`config.mk`:
```
export PLATFORM = sky130hd
export DESIGN_NAME = impact_peak_detector_top_flat
export DESIGN_NICKNAME = d
export VERILOG_FILES = /design/src/ipd_pkg.sv /design/src/ipd_sample_if.sv /design/src/ipd_report_if.sv /design/src/ipd_cfg_if.sv /design/src/ipd_ram.sv /design/src/ipd_front.sv /design/src/ipd_cmd_queue.sv /design/src/ipd_back.sv /design/src/impact_peak_detector_top.sv /design/src/flat_wrapper.sv
export SDC_FILE = /design/constraint.sdc
export NUM_CORES = 2
export LEC_CHECK = 0
export BUFFER_PORTS_ARGS = -buffer_cell sky130_fd_sc_hd__buf_2
export CAP_MARGIN = 15
export CORE_AREA = 5 5 432 859
export CTS_CLUSTER_DIAMETER = 150
export DETAILED_ROUTE_END_ITERATION = 10
export DIE_AREA = 0 0 437 864
export RECOVER_POWER = 25
export SETUP_SLACK_MARGIN = 0.15
export SYNTH_ARGS = -nofsm -noshare
export SYNTH_HDL_FRONTEND = slang
export SYNTH_SLANG_ARGS = --single-unit
```
`constraint.sdc`:
```
create_clock -name clk -period 5.8 [get_ports clk]
set_clock_uncertainty 0.1 [all_clocks]
set_input_delay 0.29 -clock clk [delete_from_list [all_inputs] [get_ports clk]]
set_output_delay 0.29 -clock clk [all_outputs]
set_load 0.01 [all_outputs]
```
`src/ipd_pkg.sv`:
```
// Package for the impact peak detector: reset values of the configuration
// registers, register index codes and small helper functions.
// No dependencies; the config channel, the front end, the back end, the top level and the test files use it.
package ipd_pkg;

    localparam int unsigned WINDOW_LEN_DEF = 50;

    localparam logic [15:0] THRESHOLD_RST = 16'd10000;
    localparam logic [15:0] HOLDOFF_RST   = 16'd2000;
    localparam logic [7:0]  PLAYER_RST    = 8'd2;

    localparam int unsigned CFG_IDX_W  = 2;
    localparam int unsigned CFG_DATA_W = 16;
    localparam int unsigned SAMPLE_W   = 48;

    typedef enum logic [CFG_IDX_W-1:0] {
        REG_THRESHOLD = 2'd0,
        REG_HOLDOFF   = 2'd1,
        REG_PLAYER    = 2'd2
    } cfg_reg_t;

    // Signed maximum of two 16-bit samples.
    function automatic logic signed [15:0] smax16(input logic signed [15:0] a,
                                                  input logic signed [15:0] b);
        return (a > b) ? a : b;
    endfunction

    // Magnitude of a signed 16-bit sample; the most negative value gives 32768.
    function automatic logic [16:0] mag16(input logic [15:0] v);
        return v[15] ? (17'd0 - {1'b1, v}) : {1'b0, v};
    endfunction

endpackage

```
`src/ipd_sample_if.sv`:
```
// Handshake channel carrying one accelerometer sample beat.
// Depends on nothing.
interface ipd_sample_if;
    logic               valid;
    logic               ready;
    logic signed [15:0] accel_x;
    logic signed [15:0] accel_y;
    logic signed [15:0] accel_z;
    logic [31:0]        now_ms;

    modport source (output valid, accel_x, accel_y, accel_z, now_ms, input ready);
    modport sink   (input valid, accel_x, accel_y, accel_z, now_ms, output ready);
endinterface

```
`src/ipd_report_if.sv`:
```
// Handshake channel carrying one impact report beat.
// Depends on nothing.
interface ipd_report_if;
    logic               valid;
    logic               ready;
    logic [7:0]         report_player;
    logic signed [15:0] peak_x;
    logic signed [15:0] peak_y;
    logic signed [15:0] peak_z;

    modport source (output valid, report_player, peak_x, peak_y, peak_z, input ready);
    modport sink   (input valid, report_player, peak_x, peak_y, peak_z, output ready);
endinterface

```
`src/ipd_cfg_if.sv`:
```
// Configuration write channel: register index and write data per beat.
// Depends on ipd_pkg for the field widths.
interface ipd_cfg_if;
    logic                             valid;
    logic                             ready;
    logic [ipd_pkg::CFG_IDX_W-1:0]    index;
    logic [ipd_pkg::CFG_DATA_W-1:0]   data;

    modport source (output valid, index, data, input ready);
    modport sink   (input valid, index, data, output ready);
endinterface

```
`src/ipd_ram.sv`:
```
// Generic single-write, single-read RAM with a registered read port.
// No dependencies.
module ipd_ram #(
    parameter int unsigned WIDTH = 48,
    parameter int unsigned DEPTH = 50,
    localparam int unsigned AW   = (DEPTH > 1) ? $clog2(DEPTH) : 1
) (
    input  logic             clk,
    input  logic             we,
    input  logic [AW-1:0]    waddr,
    input  logic [WIDTH-1:0] wdata,
    input  logic [AW-1:0]    raddr,
    output logic [WIDTH-1:0] rdata
);

    logic [WIDTH-1:0] mem [DEPTH];
    logic [WIDTH-1:0] rdata_reg;

    always_ff @(posedge clk)
    begin
        if (we)
        begin
            mem[waddr] <= wdata;
        end
        rdata_reg <= mem[raddr];
    end

    assign rdata = rdata_reg;

endmodule

```
`src/ipd_front.sv`:
```
// Front end: configuration registers, sample intake, hit classification,
// arming and holdoff, and writes into the sample window RAM.
// Depends on ipd_pkg, ipd_sample_if and ipd_cfg_if.
module ipd_front #(
    parameter int unsigned WINDOW_LEN = ipd_pkg::WINDOW_LEN_DEF,
    localparam int unsigned AW = (WINDOW_LEN > 1) ? $clog2(WINDOW_LEN) : 1,
    localparam int unsigned FW = $clog2(WINDOW_LEN + 1)
) (
    input  logic                          clk,
    input  logic                          rst_n,
    ipd_sample_if.sink                    sample,
    ipd_cfg_if.sink                       cfg,
    input  logic                          stall,
    output logic                          ram_we,
    output logic [AW-1:0]                 ram_waddr,
    output logic [ipd_pkg::SAMPLE_W-1:0]  ram_wdata,
    output logic                          rel_valid,
    output logic [7:0]                    rel_player,
    output logic [FW-1:0]                 rel_fill
);
    import ipd_pkg::*;

    logic [15:0]   threshold_reg;
    logic [15:0]   holdoff_reg;
    logic [7:0]    player_reg;
    logic [AW-1:0] slot_reg;
    logic [AW-1:0] slot_next;
    logic [FW-1:0] fill_reg;
    logic [FW-1:0] fill_next;
    logic          armed_reg;
    logic [31:0]   last_hit_reg;

    logic          accept;
    logic          hit;
    logic          arm;
    logic [31:0]   elapsed;

    assign sample.ready = !stall;
    assign cfg.ready    = 1'b1;
    assign accept       = sample.valid && sample.ready;

    assign hit = (mag16(sample.accel_x) > {1'b0, threshold_reg}) ||
                 (mag16(sample.accel_y) > {1'b0, threshold_reg}) ||
                 (mag16(sample.accel_z) > {1'b0, threshold_reg});

    assign elapsed = sample.now_ms - last_hit_reg;
    assign arm     = hit && !armed_reg && (elapsed > {16'd0, holdoff_reg});

    assign slot_next = (slot_reg == AW'(WINDOW_LEN - 1)) ? '0 : slot_reg + AW'(1);
    assign fill_next = (fill_reg == FW'(WINDOW_LEN)) ? fill_reg : fill_reg + FW'(1);

    assign ram_we     = accept;
    assign ram_waddr  = slot_reg;
    assign ram_wdata  = {sample.accel_x, sample.accel_y, sample.accel_z};

    // A release carries the number of filled window entries, current sample included.
    assign rel_valid  = accept && !hit && armed_reg;
    assign rel_player = player_reg;
    assign rel_fill   = fill_next;

    always_ff @(posedge clk or negedge rst_n)
    begin
        if (!rst_n)
        begin
            threshold_reg <= THRESHOLD_RST;
            holdoff_reg   <= HOLDOFF_RST;
            player_reg    <= PLAYER_RST;
        end
        else if (cfg.valid && cfg.ready)
        begin
            case (cfg.index)
                REG_THRESHOLD: threshold_reg <= cfg.data;
                REG_HOLDOFF:   holdoff_reg   <= cfg.data;
                REG_PLAYER:    player_reg    <= cfg.data[7:0];
                default:       ;
            endcase
        end
    end

    always_ff @(posedge clk or negedge rst_n)
    begin
        if (!rst_n)
        begin
            slot_reg     <= '0;
            fill_reg     <= '0;
            armed_reg    <= 1'b0;
            last_hit_reg <= '0;
        end
        else if (accept)
        begin
            slot_reg <= slot_next;
            fill_reg <= fill_next;
            if (arm)
            begin
                armed_reg    <= 1'b1;
                last_hit_reg <= sample.now_ms;
            end
            else if (!hit)
            begin
                armed_reg <= 1'b0;
            end
        end
    end

endmodule

```
`src/ipd_cmd_queue.sv`:
```
// Two-entry queue of release commands between the front and the back end.
// Depends on nothing.
module ipd_cmd_queue #(
    parameter int unsigned W = 14
) (
    input  logic         clk,
    input  logic         rst_n,
    input  logic         push,
    input  logic [W-1:0] push_data,
    input  logic         pop,
    output logic         not_empty,
    output logic [W-1:0] head
);

    logic [W-1:0] entry0_reg;
    logic [W-1:0] entry1_reg;
    logic [1:0]   count_reg;
    logic         do_push;
    logic         do_pop;

    assign not_empty = (count_reg != 2'd0);
    assign head      = entry0_reg;
    assign do_push   = push && (count_reg != 2'd2);
    assign do_pop    = pop && not_empty;

    always_ff @(posedge clk or negedge rst_n)
    begin
        if (!rst_n)
        begin
            count_reg <= 2'd0;
        end
        else if (do_push && !do_pop)
        begin
            count_reg <= count_reg + 2'd1;
        end
        else if (do_pop && !do_push)
        begin
            count_reg <= count_reg - 2'd1;
        end
    end

    always_ff @(posedge clk)
    begin
        if (do_pop)
        begin
            if (do_push && (count_reg == 2'd1))
            begin
                entry0_reg <= push_data;
            end
            else
            begin
                entry0_reg <= entry1_reg;
            end
            if (do_push && (count_reg == 2'd2))
            begin
                entry1_reg <= push_data;
            end
        end
        else if (do_push)
        begin
            if (count_reg == 2'd0)
            begin
                entry0_reg <= push_data;
            end
            else
            begin
                entry1_reg <= push_data;
            end
        end
    end

endmodule

```
`src/ipd_back.sv`:
```
// Back end: scans the filled part of the sample window one entry a cycle,
// keeps the running per-axis maximum and holds the report in an output register.
// Depends on ipd_pkg and ipd_report_if.
module ipd_back #(
    parameter int unsigned WINDOW_LEN = ipd_pkg::WINDOW_LEN_DEF,
    localparam int unsigned AW = (WINDOW_LEN > 1) ? $clog2(WINDOW_LEN) : 1,
    localparam int unsigned FW = $clog2(WINDOW_LEN + 1)
) (
    input  logic                          clk,
    input  logic                          rst_n,
    input  logic                          cmd_valid,
    input  logic [FW+7:0]                 cmd_data,
    output logic                          cmd_pop,
    output logic [AW-1:0]                 ram_raddr,
    input  logic [ipd_pkg::SAMPLE_W-1:0]  ram_rdata,
    output logic                          busy,
    ipd_report_if.source                  report
);
    import ipd_pkg::*;

    typedef enum logic [1:0] {
        ST_IDLE,
        ST_SCAN,
        ST_DRAIN
    } state_t;

    state_t             state_reg;
    logic [AW-1:0]      rd_addr_reg;
    logic [AW-1:0]      last_addr_reg;
    logic               rd_pend_reg;
    logic               partial_reg;
    logic [7:0]         player_reg;
    logic signed [15:0] max_x_reg;
    logic signed [15:0] max_y_reg;
    logic signed [15:0] max_z_reg;
    logic               out_valid_reg;
    logic [7:0]         out_player_reg;
    logic signed [15:0] out_x_reg;
    logic signed [15:0] out_y_reg;
    logic signed [15:0] out_z_reg;

    logic [FW-1:0]      cmd_fill;
    logic [FW-1:0]      cmd_fill_m1;
    logic signed [15:0] acc_x;
    logic signed [15:0] acc_y;
    logic signed [15:0] acc_z;
    logic signed [15:0] fin_x;
    logic signed [15:0] fin_y;
    logic signed [15:0] fin_z;

    assign cmd_fill    = cmd_data[FW-1:0];
    assign cmd_fill_m1 = cmd_fill - FW'(1);
    assign cmd_pop     = (state_reg == ST_IDLE) && cmd_valid && !out_valid_reg;
    assign busy        = (state_reg != ST_IDLE);
    assign ram_raddr   = rd_addr_reg;

    assign acc_x = smax16(max_x_reg, $signed(ram_rdata[47:32]));
    assign acc_y = smax16(max_y_reg, $signed(ram_rdata[31:16]));
    assign acc_z = smax16(max_z_reg, $signed(ram_rdata[15:0]));

    // Entries never written since reset are not scanned; a partly filled window counts them as zero.
    assign fin_x = partial_reg ? smax16(acc_x, 16'sd0) : acc_x;
    assign fin_y = partial_reg ? smax16(acc_y, 16'sd0) : acc_y;
    assign fin_z = partial_reg ? smax16(acc_z, 16'sd0) : acc_z;

    assign report.valid         = out_valid_reg;
    assign report.report_player = out_player_reg;
    assign report.peak_x        = out_x_reg;
    assign report.peak_y        = out_y_reg;
    assign report.peak_z        = out_z_reg;

    always_ff @(posedge clk or negedge rst_n)
    begin
        if (!rst_n)
        begin
            state_reg      <= ST_IDLE;
            rd_addr_reg    <= '0;
            last_addr_reg  <= '0;
            rd_pend_reg    <= 1'b0;
            partial_reg    <= 1'b0;
            player_reg     <= '0;
            max_x_reg      <= '0;
            max_y_reg      <= '0;
            max_z_reg      <= '0;
            out_valid_reg  <= 1'b0;
            out_player_reg <= '0;
            out_x_reg      <= '0;
            out_y_reg      <= '0;
            out_z_reg      <= '0;
        end
        else
        begin
            if (out_valid_reg && report.ready)
            begin
                out_valid_reg <= 1'b0;
            end
            case (state_reg)
                ST_IDLE:
                begin
                    rd_pend_reg <= 1'b0;
                    if (cmd_pop)
                    begin
                        rd_addr_reg   <= '0;
                        last_addr_reg <= cmd_fill_m1[AW-1:0];
                        partial_reg   <= (cmd_fill != FW'(WINDOW_LEN));
                        player_reg    <= cmd_data[FW+7:FW];
                        max_x_reg     <= 16'sh8000;
                        max_y_reg     <= 16'sh8000;
                        max_z_reg     <= 16'sh8000;
                        state_reg     <= ST_SCAN;
                    end
                end
                ST_SCAN:
                begin
                    rd_pend_reg <= 1'b1;
                    if (rd_pend_reg)
                    begin
                        max_x_reg <= acc_x;
                        max_y_reg <= acc_y;
                        max_z_reg <= acc_z;
                    end
                    if (rd_addr_reg == last_addr_reg)
                    begin
                        state_reg <= ST_DRAIN;
                    end
                    else
                    begin
                        rd_addr_reg <= rd_addr_reg + AW'(1);
                    end
                end
                ST_DRAIN:
                begin
                    rd_pend_reg    <= 1'b0;
                    out_valid_reg  <= 1'b1;
                    out_player_reg <= player_reg;
                    out_x_reg      <= fin_x;
                    out_y_reg      <= fin_y;
                    out_z_reg      <= fin_z;
                    state_reg      <= ST_IDLE;
                end
                default:
                begin
                    state_reg <= ST_IDLE;
                end
            endcase
        end
    end

endmodule

```
`src/impact_peak_detector_top.sv`:
```
// Impact peak detector top level: front end, command queue, back end and window RAM.
// A beat that causes no report does not stop intake. After a releasing beat, intake
// waits until the back end has scanned the N filled entries (at most WINDOW_LEN) and
// registered the report, and longer while an earlier report still holds the output register.
// Reset restores the register defaults and marks the window empty with a fill count.
// Depends on ipd_pkg, the three channel interfaces and all ipd_* modules.
module impact_peak_detector_top #(
    parameter int unsigned WINDOW_LEN = ipd_pkg::WINDOW_LEN_DEF
) (
    input  logic          clk,
    input  logic          rst_n,
    ipd_sample_if.sink    sample,
    ipd_cfg_if.sink       cfg,
    ipd_report_if.source  report
);
    import ipd_pkg::*;

    localparam int unsigned AW = (WINDOW_LEN > 1) ? $clog2(WINDOW_LEN) : 1;
    localparam int unsigned FW = $clog2(WINDOW_LEN + 1);
    localparam int unsigned CW = FW + 8;

    // Window RAM write side, owned by the front end.
    logic                ram_we;
    logic [AW-1:0]       ram_waddr;
    logic [SAMPLE_W-1:0] ram_wdata;
    // Window RAM read side, owned by the back end.
    logic [AW-1:0]       ram_raddr;
    logic [SAMPLE_W-1:0] ram_rdata;

    // Release commands travel through the queue as {player id, fill count}.
    logic                rel_valid;
    logic [7:0]          rel_player;
    logic [FW-1:0]       rel_fill;
    logic                cmd_valid;
    logic [CW-1:0]       cmd_data;
    logic                cmd_pop;
    logic                back_busy;

    // The window must not change while a release is waiting or being scanned,
    // so intake stops while the queue holds a command or the back end is scanning.
    // A finished report sitting in the output register does not stop intake.
    logic                front_stall;

    assign front_stall = cmd_valid || back_busy;

    ipd_front #(
        .WINDOW_LEN (WINDOW_LEN)
    ) u_front (
        .clk        (clk),
        .rst_n      (rst_n),
        .sample     (sample),
        .cfg        (cfg),
        .stall      (front_stall),
        .ram_we     (ram_we),
        .ram_waddr  (ram_waddr),
        .ram_wdata  (ram_wdata),
        .rel_valid  (rel_valid),
        .rel_player (rel_player),
        .rel_fill   (rel_fill)
    );

    ipd_cmd_queue #(
        .W (CW)
    ) u_queue (
        .clk       (clk),
        .rst_n     (rst_n),
        .push      (rel_valid),
        .push_data ({rel_player, rel_fill}),
        .pop       (cmd_pop),
        .not_empty (cmd_valid),
        .head      (cmd_data)
    );

    ipd_ram #(
        .WIDTH (SAMPLE_W),
        .DEPTH (WINDOW_LEN)
    ) u_window (
        .clk   (clk),
        .we    (ram_we),
        .waddr (ram_waddr),
        .wdata (ram_wdata),
        .raddr (ram_raddr),
        .rdata (ram_rdata)
    );

    // The back end reads one window entry a cycle; its report waits in an output
    // register until the sink takes it, and a new scan starts only once it is free.
    ipd_back #(
        .WINDOW_LEN (WINDOW_LEN)
    ) u_back (
        .clk       (clk),
        .rst_n     (rst_n),
        .cmd_valid (cmd_valid),
        .cmd_data  (cmd_data),
        .cmd_pop   (cmd_pop),
        .ram_raddr (ram_raddr),
        .ram_rdata (ram_rdata),
        .busy      (back_busy),
        .report    (report)
    );

endmodule

```
`src/flat_wrapper.sv`:
```
// flat-port wrapper written by rule: the top's interface ports become plain ports
module impact_peak_detector_top_flat import ipd_pkg::*;
#(
    parameter int unsigned WINDOW_LEN = ipd_pkg::WINDOW_LEN_DEF
)
  (clk, rst_n, sample_valid, sample_accel_x, sample_accel_y, sample_accel_z, sample_now_ms, sample_ready, cfg_valid, cfg_index, cfg_data, cfg_ready, report_valid, report_report_player, report_peak_x, report_peak_y, report_peak_z, report_ready);
  ipd_sample_if sample_i ();
  ipd_cfg_if cfg_i ();
  ipd_report_if report_i ();
  input  logic clk;
  input  logic rst_n;
  input wire logic [$bits(sample_i.valid)-1:0] sample_valid;
  input wire logic [$bits(sample_i.accel_x)-1:0] sample_accel_x;
  input wire logic [$bits(sample_i.accel_y)-1:0] sample_accel_y;
  input wire logic [$bits(sample_i.accel_z)-1:0] sample_accel_z;
  input wire logic [$bits(sample_i.now_ms)-1:0] sample_now_ms;
  output wire logic [$bits(sample_i.ready)-1:0] sample_ready;
  input wire logic [$bits(cfg_i.valid)-1:0] cfg_valid;
  input wire logic [$bits(cfg_i.index)-1:0] cfg_index;
  input wire logic [$bits(cfg_i.data)-1:0] cfg_data;
  output wire logic [$bits(cfg_i.ready)-1:0] cfg_ready;
  output wire logic [$bits(report_i.valid)-1:0] report_valid;
  output wire logic [$bits(report_i.report_player)-1:0] report_report_player;
  output wire logic [$bits(report_i.peak_x)-1:0] report_peak_x;
  output wire logic [$bits(report_i.peak_y)-1:0] report_peak_y;
  output wire logic [$bits(report_i.peak_z)-1:0] report_peak_z;
  input wire logic [$bits(report_i.ready)-1:0] report_ready;
  assign sample_i.valid = sample_valid;
  assign sample_i.accel_x = sample_accel_x;
  assign sample_i.accel_y = sample_accel_y;
  assign sample_i.accel_z = sample_accel_z;
  assign sample_i.now_ms = sample_now_ms;
  assign sample_ready = sample_i.ready;
  assign cfg_i.valid = cfg_valid;
  assign cfg_i.index = cfg_index;
  assign cfg_i.data = cfg_data;
  assign cfg_ready = cfg_i.ready;
  assign report_valid = report_i.valid;
  assign report_report_player = report_i.report_player;
  assign report_peak_x = report_i.peak_x;
  assign report_peak_y = report_i.peak_y;
  assign report_peak_z = report_i.peak_z;
  assign report_i.ready = report_ready;
  impact_peak_detector_top #(.WINDOW_LEN(WINDOW_LEN)) u_core (.clk(clk), .rst_n(rst_n), .sample(sample_i), .cfg(cfg_i), .report(report_i));
endmodule
```
Word-level counts from Yosys, hierarchy flattened
Memories as Yosys holds them, arrays and structs flattened. A register that Yosys moved wholly into a read port is not among the register bits. Cells that the tools add are included.

Word-level logic and storage cells: 153. Memories: 1. Input port bits: 103. Register bits: 244. Output and inout bits: 59. Bits in writable memories: 2400.

Memory list: u_core.u_window.mem (words 50, bits a word 48, read ports 1, clocked after Yosys merged registers in 1, write ports 1, RTL line ipd_ram.sv:16) `logic [WIDTH-1:0] mem [DEPTH];`.

Mux-type cells: 44. Reduce and logical (&&, ||, !) cells: 46. Add/subtract/negate cells: 10. Equality and inequality tests: 18. $lt $le $gt $ge: 10.

Operators with widths (count): $mux 16 (13); $mux 14 (8); $pmux 16 s2 (3); $gt 17x16->1 (3); $mux 17 (3); $sub 1x17->17 const A (3); $gt 16x1->1 const B (3); $gt 16x16->1 (3); $gt 32x16->1 (1); $sub 32x32->32 (1); $mux 6 (4); $add 6x1->6 const B (3); $reduce_and 2->1 (8); $reduce_bool 2->1 (8); $logic_and 1x1->1 (14); $eq 6x6->1 const B (2); $pmux 6 s2 (1); $ne 2x2->1 const B (5); $reduce_and 3->1 (3); $mux 2 (4); $eq 2x1->1 const B (3); $eq 2x2->1 const B (3); $eq 6x6->1 (1); $logic_not 1->1 (6); other kinds (11) (22).

Depth between registers and ports, before layout
Depth after elaboration: 13. Depth in mapped cells: 24. Gate-level depth less buffers: 23.

By module
A second synthesis with hierarchy kept.

Cells, all modules: 6001. Area total of the unflattened synthesis: 109407.4 µm².

By module, submodules not included: ipd_ram (sequential area each 73030.0 µm², instances 1, cells each 4337, area each 93083.0 µm²); ipd_front (sequential area each 2142.1 µm², instances 1, cells each 933, area each 8227.9 µm²); ipd_back (sequential area each 3228.1 µm², instances 1, cells each 664, area each 6807.8 µm²); ipd_cmd_queue (sequential area each 890.9 µm², instances 1, cells each 66, area each 1282.5 µm²); impact_peak_detector_top (sequential area each 0.0 µm², instances 1, cells each 1, area each 6.3 µm²).

Least setup slack after synthesis
No wires, ideal clock.

Kind: input-to-reg. Start point: input sample_accel_y[6]. End point: register u_core.u_queue.entry1_reg[0], enable pin. Arrival time: 5.022 ns. Setup time: 0.407 ns. Setup slack: 0.271 ns. Path buffers: 0. Cell stages on the path: 14. Cell sequence: or4_1 > or4_1 > or2_2 > or3_1 > nor4b_1 > ha_1 > nand3_1 > or2_2 > nor4_1 > a21o_1 > nand3_1 > or4_1 > ha_1 > a211oi_1.

Word-level cells in the longest chain between the ends: 12. Elaborated cells between the ends (all ways): 13.

RTL lines: start, declared (RTL line flat_wrapper.sv:14) `input wire logic [$bits(sample_i.accel_y)-1:0] sample_accel_y;`; $sub 1x17->17 (RTL line ipd_pkg.sv:30) `return v[15] ? (17'd0 - {1'b1, v}) : {1'b0, v};`; $mux 17 (*) (RTL line ipd_pkg.sv:30); $gt 17x16->1 (*) (RTL line ipd_front.sv:43) `(mag16(sample.accel_y) > {1'b0, threshold_reg}) ||`; $logic_or 1x1->1 (*) (RTL line ipd_front.sv:42) `assign hit = (mag16(sample.accel_x) > {1'b0, threshold_reg}) ||`; $logic_or 1x1->1 (*) (RTL line ipd_front.sv:43); $logic_not 1->1 (*); $logic_and 1x1->1 (*) (2 in a row) (RTL line ipd_front.sv:57) `assign rel_valid = accept && !hit && armed_reg;`; $logic_and 1x1->1 (*) (RTL line ipd_cmd_queue.sv:23) `assign do_push = push && (count_reg != 2'd2);`; $logic_and 1x1->1 (RTL line ipd_cmd_queue.sv:54) `if (do_push && (count_reg == 2'd2))`; $ne 2x1->1 (no source line); $reduce_and 3->1 (no source line) (*); end signal, assigned (RTL line ipd_cmd_queue.sv:56) `entry1_reg <= push_data;`; end signal, assigned (RTL line ipd_cmd_queue.sv:67) `entry1_reg <= push_data;`; end, declared (RTL line ipd_cmd_queue.sv:16) `logic [W-1:0] entry1_reg;`.

Every way passes the cells marked *; elsewhere a longest branch is shown, timed or not. A chain may end at the register's enable or synchronous reset.

Worst setup path in the final report
Start point: input sample_accel_y[9]. End point: register u_core.u_queue.entry1_reg[10], enable pin.

The elaborated chain is that of the path after synthesis.

==> reports/metrics.cfg <==
[timing]
drv_slew = 1260
period_needed_ps = 5420
tightest_slew_ps = 2840
slew_headroom_pct = -89.3
fmax_ghz = 0.184
hold_viol = 0
finalSetupViolCount = 0
fin_crit_sh_pct = 93.5
rsz0062_at_grt = true
final.setup.tns_ps = 0

[logic_synthesis]
ys_seq_elements = 2692
yosys.cell_types.count = 85
synth_top_area_share_pct = 67.3
synth_fp_nets = 5652
synthesis.area_um2 = 108000
avgSynthCellArea_um2 = 20.1
syn_inst = 5391
synthArstFlopShare_pct = 8.02
ys.flop_type = edfxtp_1
synth_edf_count = 2428
synth_most_common_cell = edfxtp_1
ys_seq_area_share_pct = 73.1
synth_warnings = 0
synth_largest_area_cell = edfxtp_1
ys_top_cells_by_area = edfxtp_1 67%, mux4_2 16%, dfrtp_1 4.7%
synth_common_cells = 2,428 x edfxtp_1, 768 x mux4_2, 204 x dfrtp_1

[drt]
via_count = 55900
avgRoutedWirePerCell_um = 30.3
vias_per_cell = 5.22
wirelength_um = 324000
drtIter0Drc = 5575
ant_nets = 0
first_pass_iters = 7
drc_errors = 0

[clocking]
path_clk_slew_ps = 70
postCtsSetupBuffers = 0
cts_tree = yes
cts_buffers = 212
cts-root-buf = clkbuf_16
worstSkewPairLatency_ps = 940
clkSinkCount = 2692
cts_buffer_depth = 4
htreeDepth = 4

[run]
drv_cap = 24

[layout]
drive_gt1_share_pct = 26.1
area_growth_pct = 14.6
fin_area_um2 = 124000
nFillCells = 33800
finalNetCount = 6067
largest_reg_flops = 2400

[floorplanning]
die_w_um = 437
core-area_um2 = 363000
rows = 313
die-area_um2 = 378000
start_util_pct = 29.8
io_pins = 162
die_h_um = 864

[global_routing]
met2_usage_pct = 32.5
grt_first_pass_wirelength_um = 452000
grt_max_degree = 168
grt_pass1_vias = 58200
busiest_layer = met2
use_met1_pct = 17.7
grt_use_met3_pct = 2.11
grt_antenna_before_repair = 19
gr-total-overflow = 0
grt_use_total_pct = 16.7

[placed_design]
hpwl_um = 199000
gp_congestion = 0.888
io_buffers = 160
place_area_um2 = 117000

[critical_path]
reg2reg_slack_ps = 480
required_ps = 6280
timing_worst_setup_path_type = in2reg
crit_path_start_kind = primary input
worstPathArrival_ps = 5900
cp_max_fo = 52
cp-end-kind = register

[power]
power.density_nw_per_um2 = 429
p_leak_uw = 0.0398
ir_drop_mv = 0.395

[status]
outcome = finished with violations
violations = capacitance limit, slew limit

[worst_hold_path]
hold_class = in2reg

[where the power goes]
group	internal, µW	switching [µW]
Sequential	22100	995
Combinational	7190	8540
Clock	7620	6960
[final timing paths]
kind | from | end | cells past startpoint
max in group asynchronous | rst_n | u_core.u_back.ram_raddr[1] | 4
min in group asynchronous | rst_n | u_core.u_back.report.peak_x[10] | 4
setup / recovery | sample_accel_y[9] | u_core.u_queue.entry1_reg[10] | 15
hold reg to reg | u_core.u_queue.head[6] | u_core.u_back.player_reg[0] | 2
hold / removal | sample_now_ms[0] | u_core.u_front.last_hit_reg[0] | 4
setup reg to reg | u_core.u_front.last_hit_reg[0] | u_core.u_front.last_hit_reg[17] | 21
[cell families (layout without fill, tap and decap cells)]
kind of cell | count (synthesis) | after routing | share of synthesized area [%]
flip-flops | 2692 | 2692 | 73.1
multiplexers | 855 | 855 | 16.8
AND/OR/NAND/NOR | 732 | 732 | 3.41
AO/OA/AOI/OAI | 452 | 452 | 2.60
buffers and inverters | 420 | 1003 | 1.52
adder cells (fa/ha/maj) | 158 | 158 | 1.83
XOR/XNOR | 81 | 81 | 0.654
other | 1 | 9 | 0.00346
[worst max-delay path: stages]
cell           delay (ps)
dlygate4sd3_1         530
buf_2                 100
clkbuf_1             1650
o41ai_1               330
xnor2_1               250
ha_1                  410
a211oi_1              230
nand2_1                80
o21ai_0               180
a21o_1                390
nand3_1               170
or4_1                 560
ha_1                  240
a211oi_2              200
buf_4                 250
[metrics by stage]
step / power [µW] / utilization [%] / instances / hold WS (ps) / setup WS (ps)
detailed placement: 39400 / 32.1 / 10200 / 137 / 57.2
floorplan: 34000 / - / 5391 / -106 / 271
global placement: 39100 / 32.1 / 10200 / 133 / 205
CTS: 53900 / 34.2 / 10700 / 20.2 / 391
global route: 55700 / 34.2 / 10700 / 145 / 87.4
finish: 53400 / 34.2 / 10700 / 154 / 379
[cells in the final DEF, fill, tap and decap left out, types with 13 or more instances in the layout]
cell           count
buf_4            137
or4_1             45
dfxtp_1           48
mux2_2            76
clkbuf_16        213
nor2_1           146
clkbuf_1         101
inv_1            148
clkinv_1          38
clkinv_2          29
edfxtp_1        2428
ha_1             157
nand3_1          111
o21ai_0          152
xor2_1            19
nor2b_1           13
nor4_1            29
dlygate4sd3_1    105
nand2_1          195
a211oi_1          36
dfrtp_1          198
nand4_1           38
o31ai_1           15
a21o_1            69
buf_12            46
buf_2            131
bufinv_16         16
a21oi_1          106
nor2_4            50
mux4_2           768
xnor2_1           62
nand2b_1          14
nand4b_1          33
[cell type report]
class	count	area, µm²	share of cell area, %
Antenna cell	8	20.0	0.0161
Clock buffer	269	5620	4.52
Clock inverter	113	1080	0.870
Inverter	149	559	0.450
Multi-Input combinational cell	2279	27900	22.5
Sequential cell	2692	79300	63.8
Tap cell	4725	5910	4.76
Timing Repair Buffer	472	3850	3.10
[timing repair]
action                                  4_1_cts  5_1_grt
endpoints found under the setup margin        0       32
gates resized for setup                       0        2
hold buffers                                106        0
hold endpoints to repair                   1835        0
[routing by layer]
layer  vias up  wire length (µm)
met5         -                99
met4        18             17700
met3       655             16300
met2      2057            182000
met1     30200            108000
li1      22900                 -
Note: power is estimated with default switching activity, not from simulation.
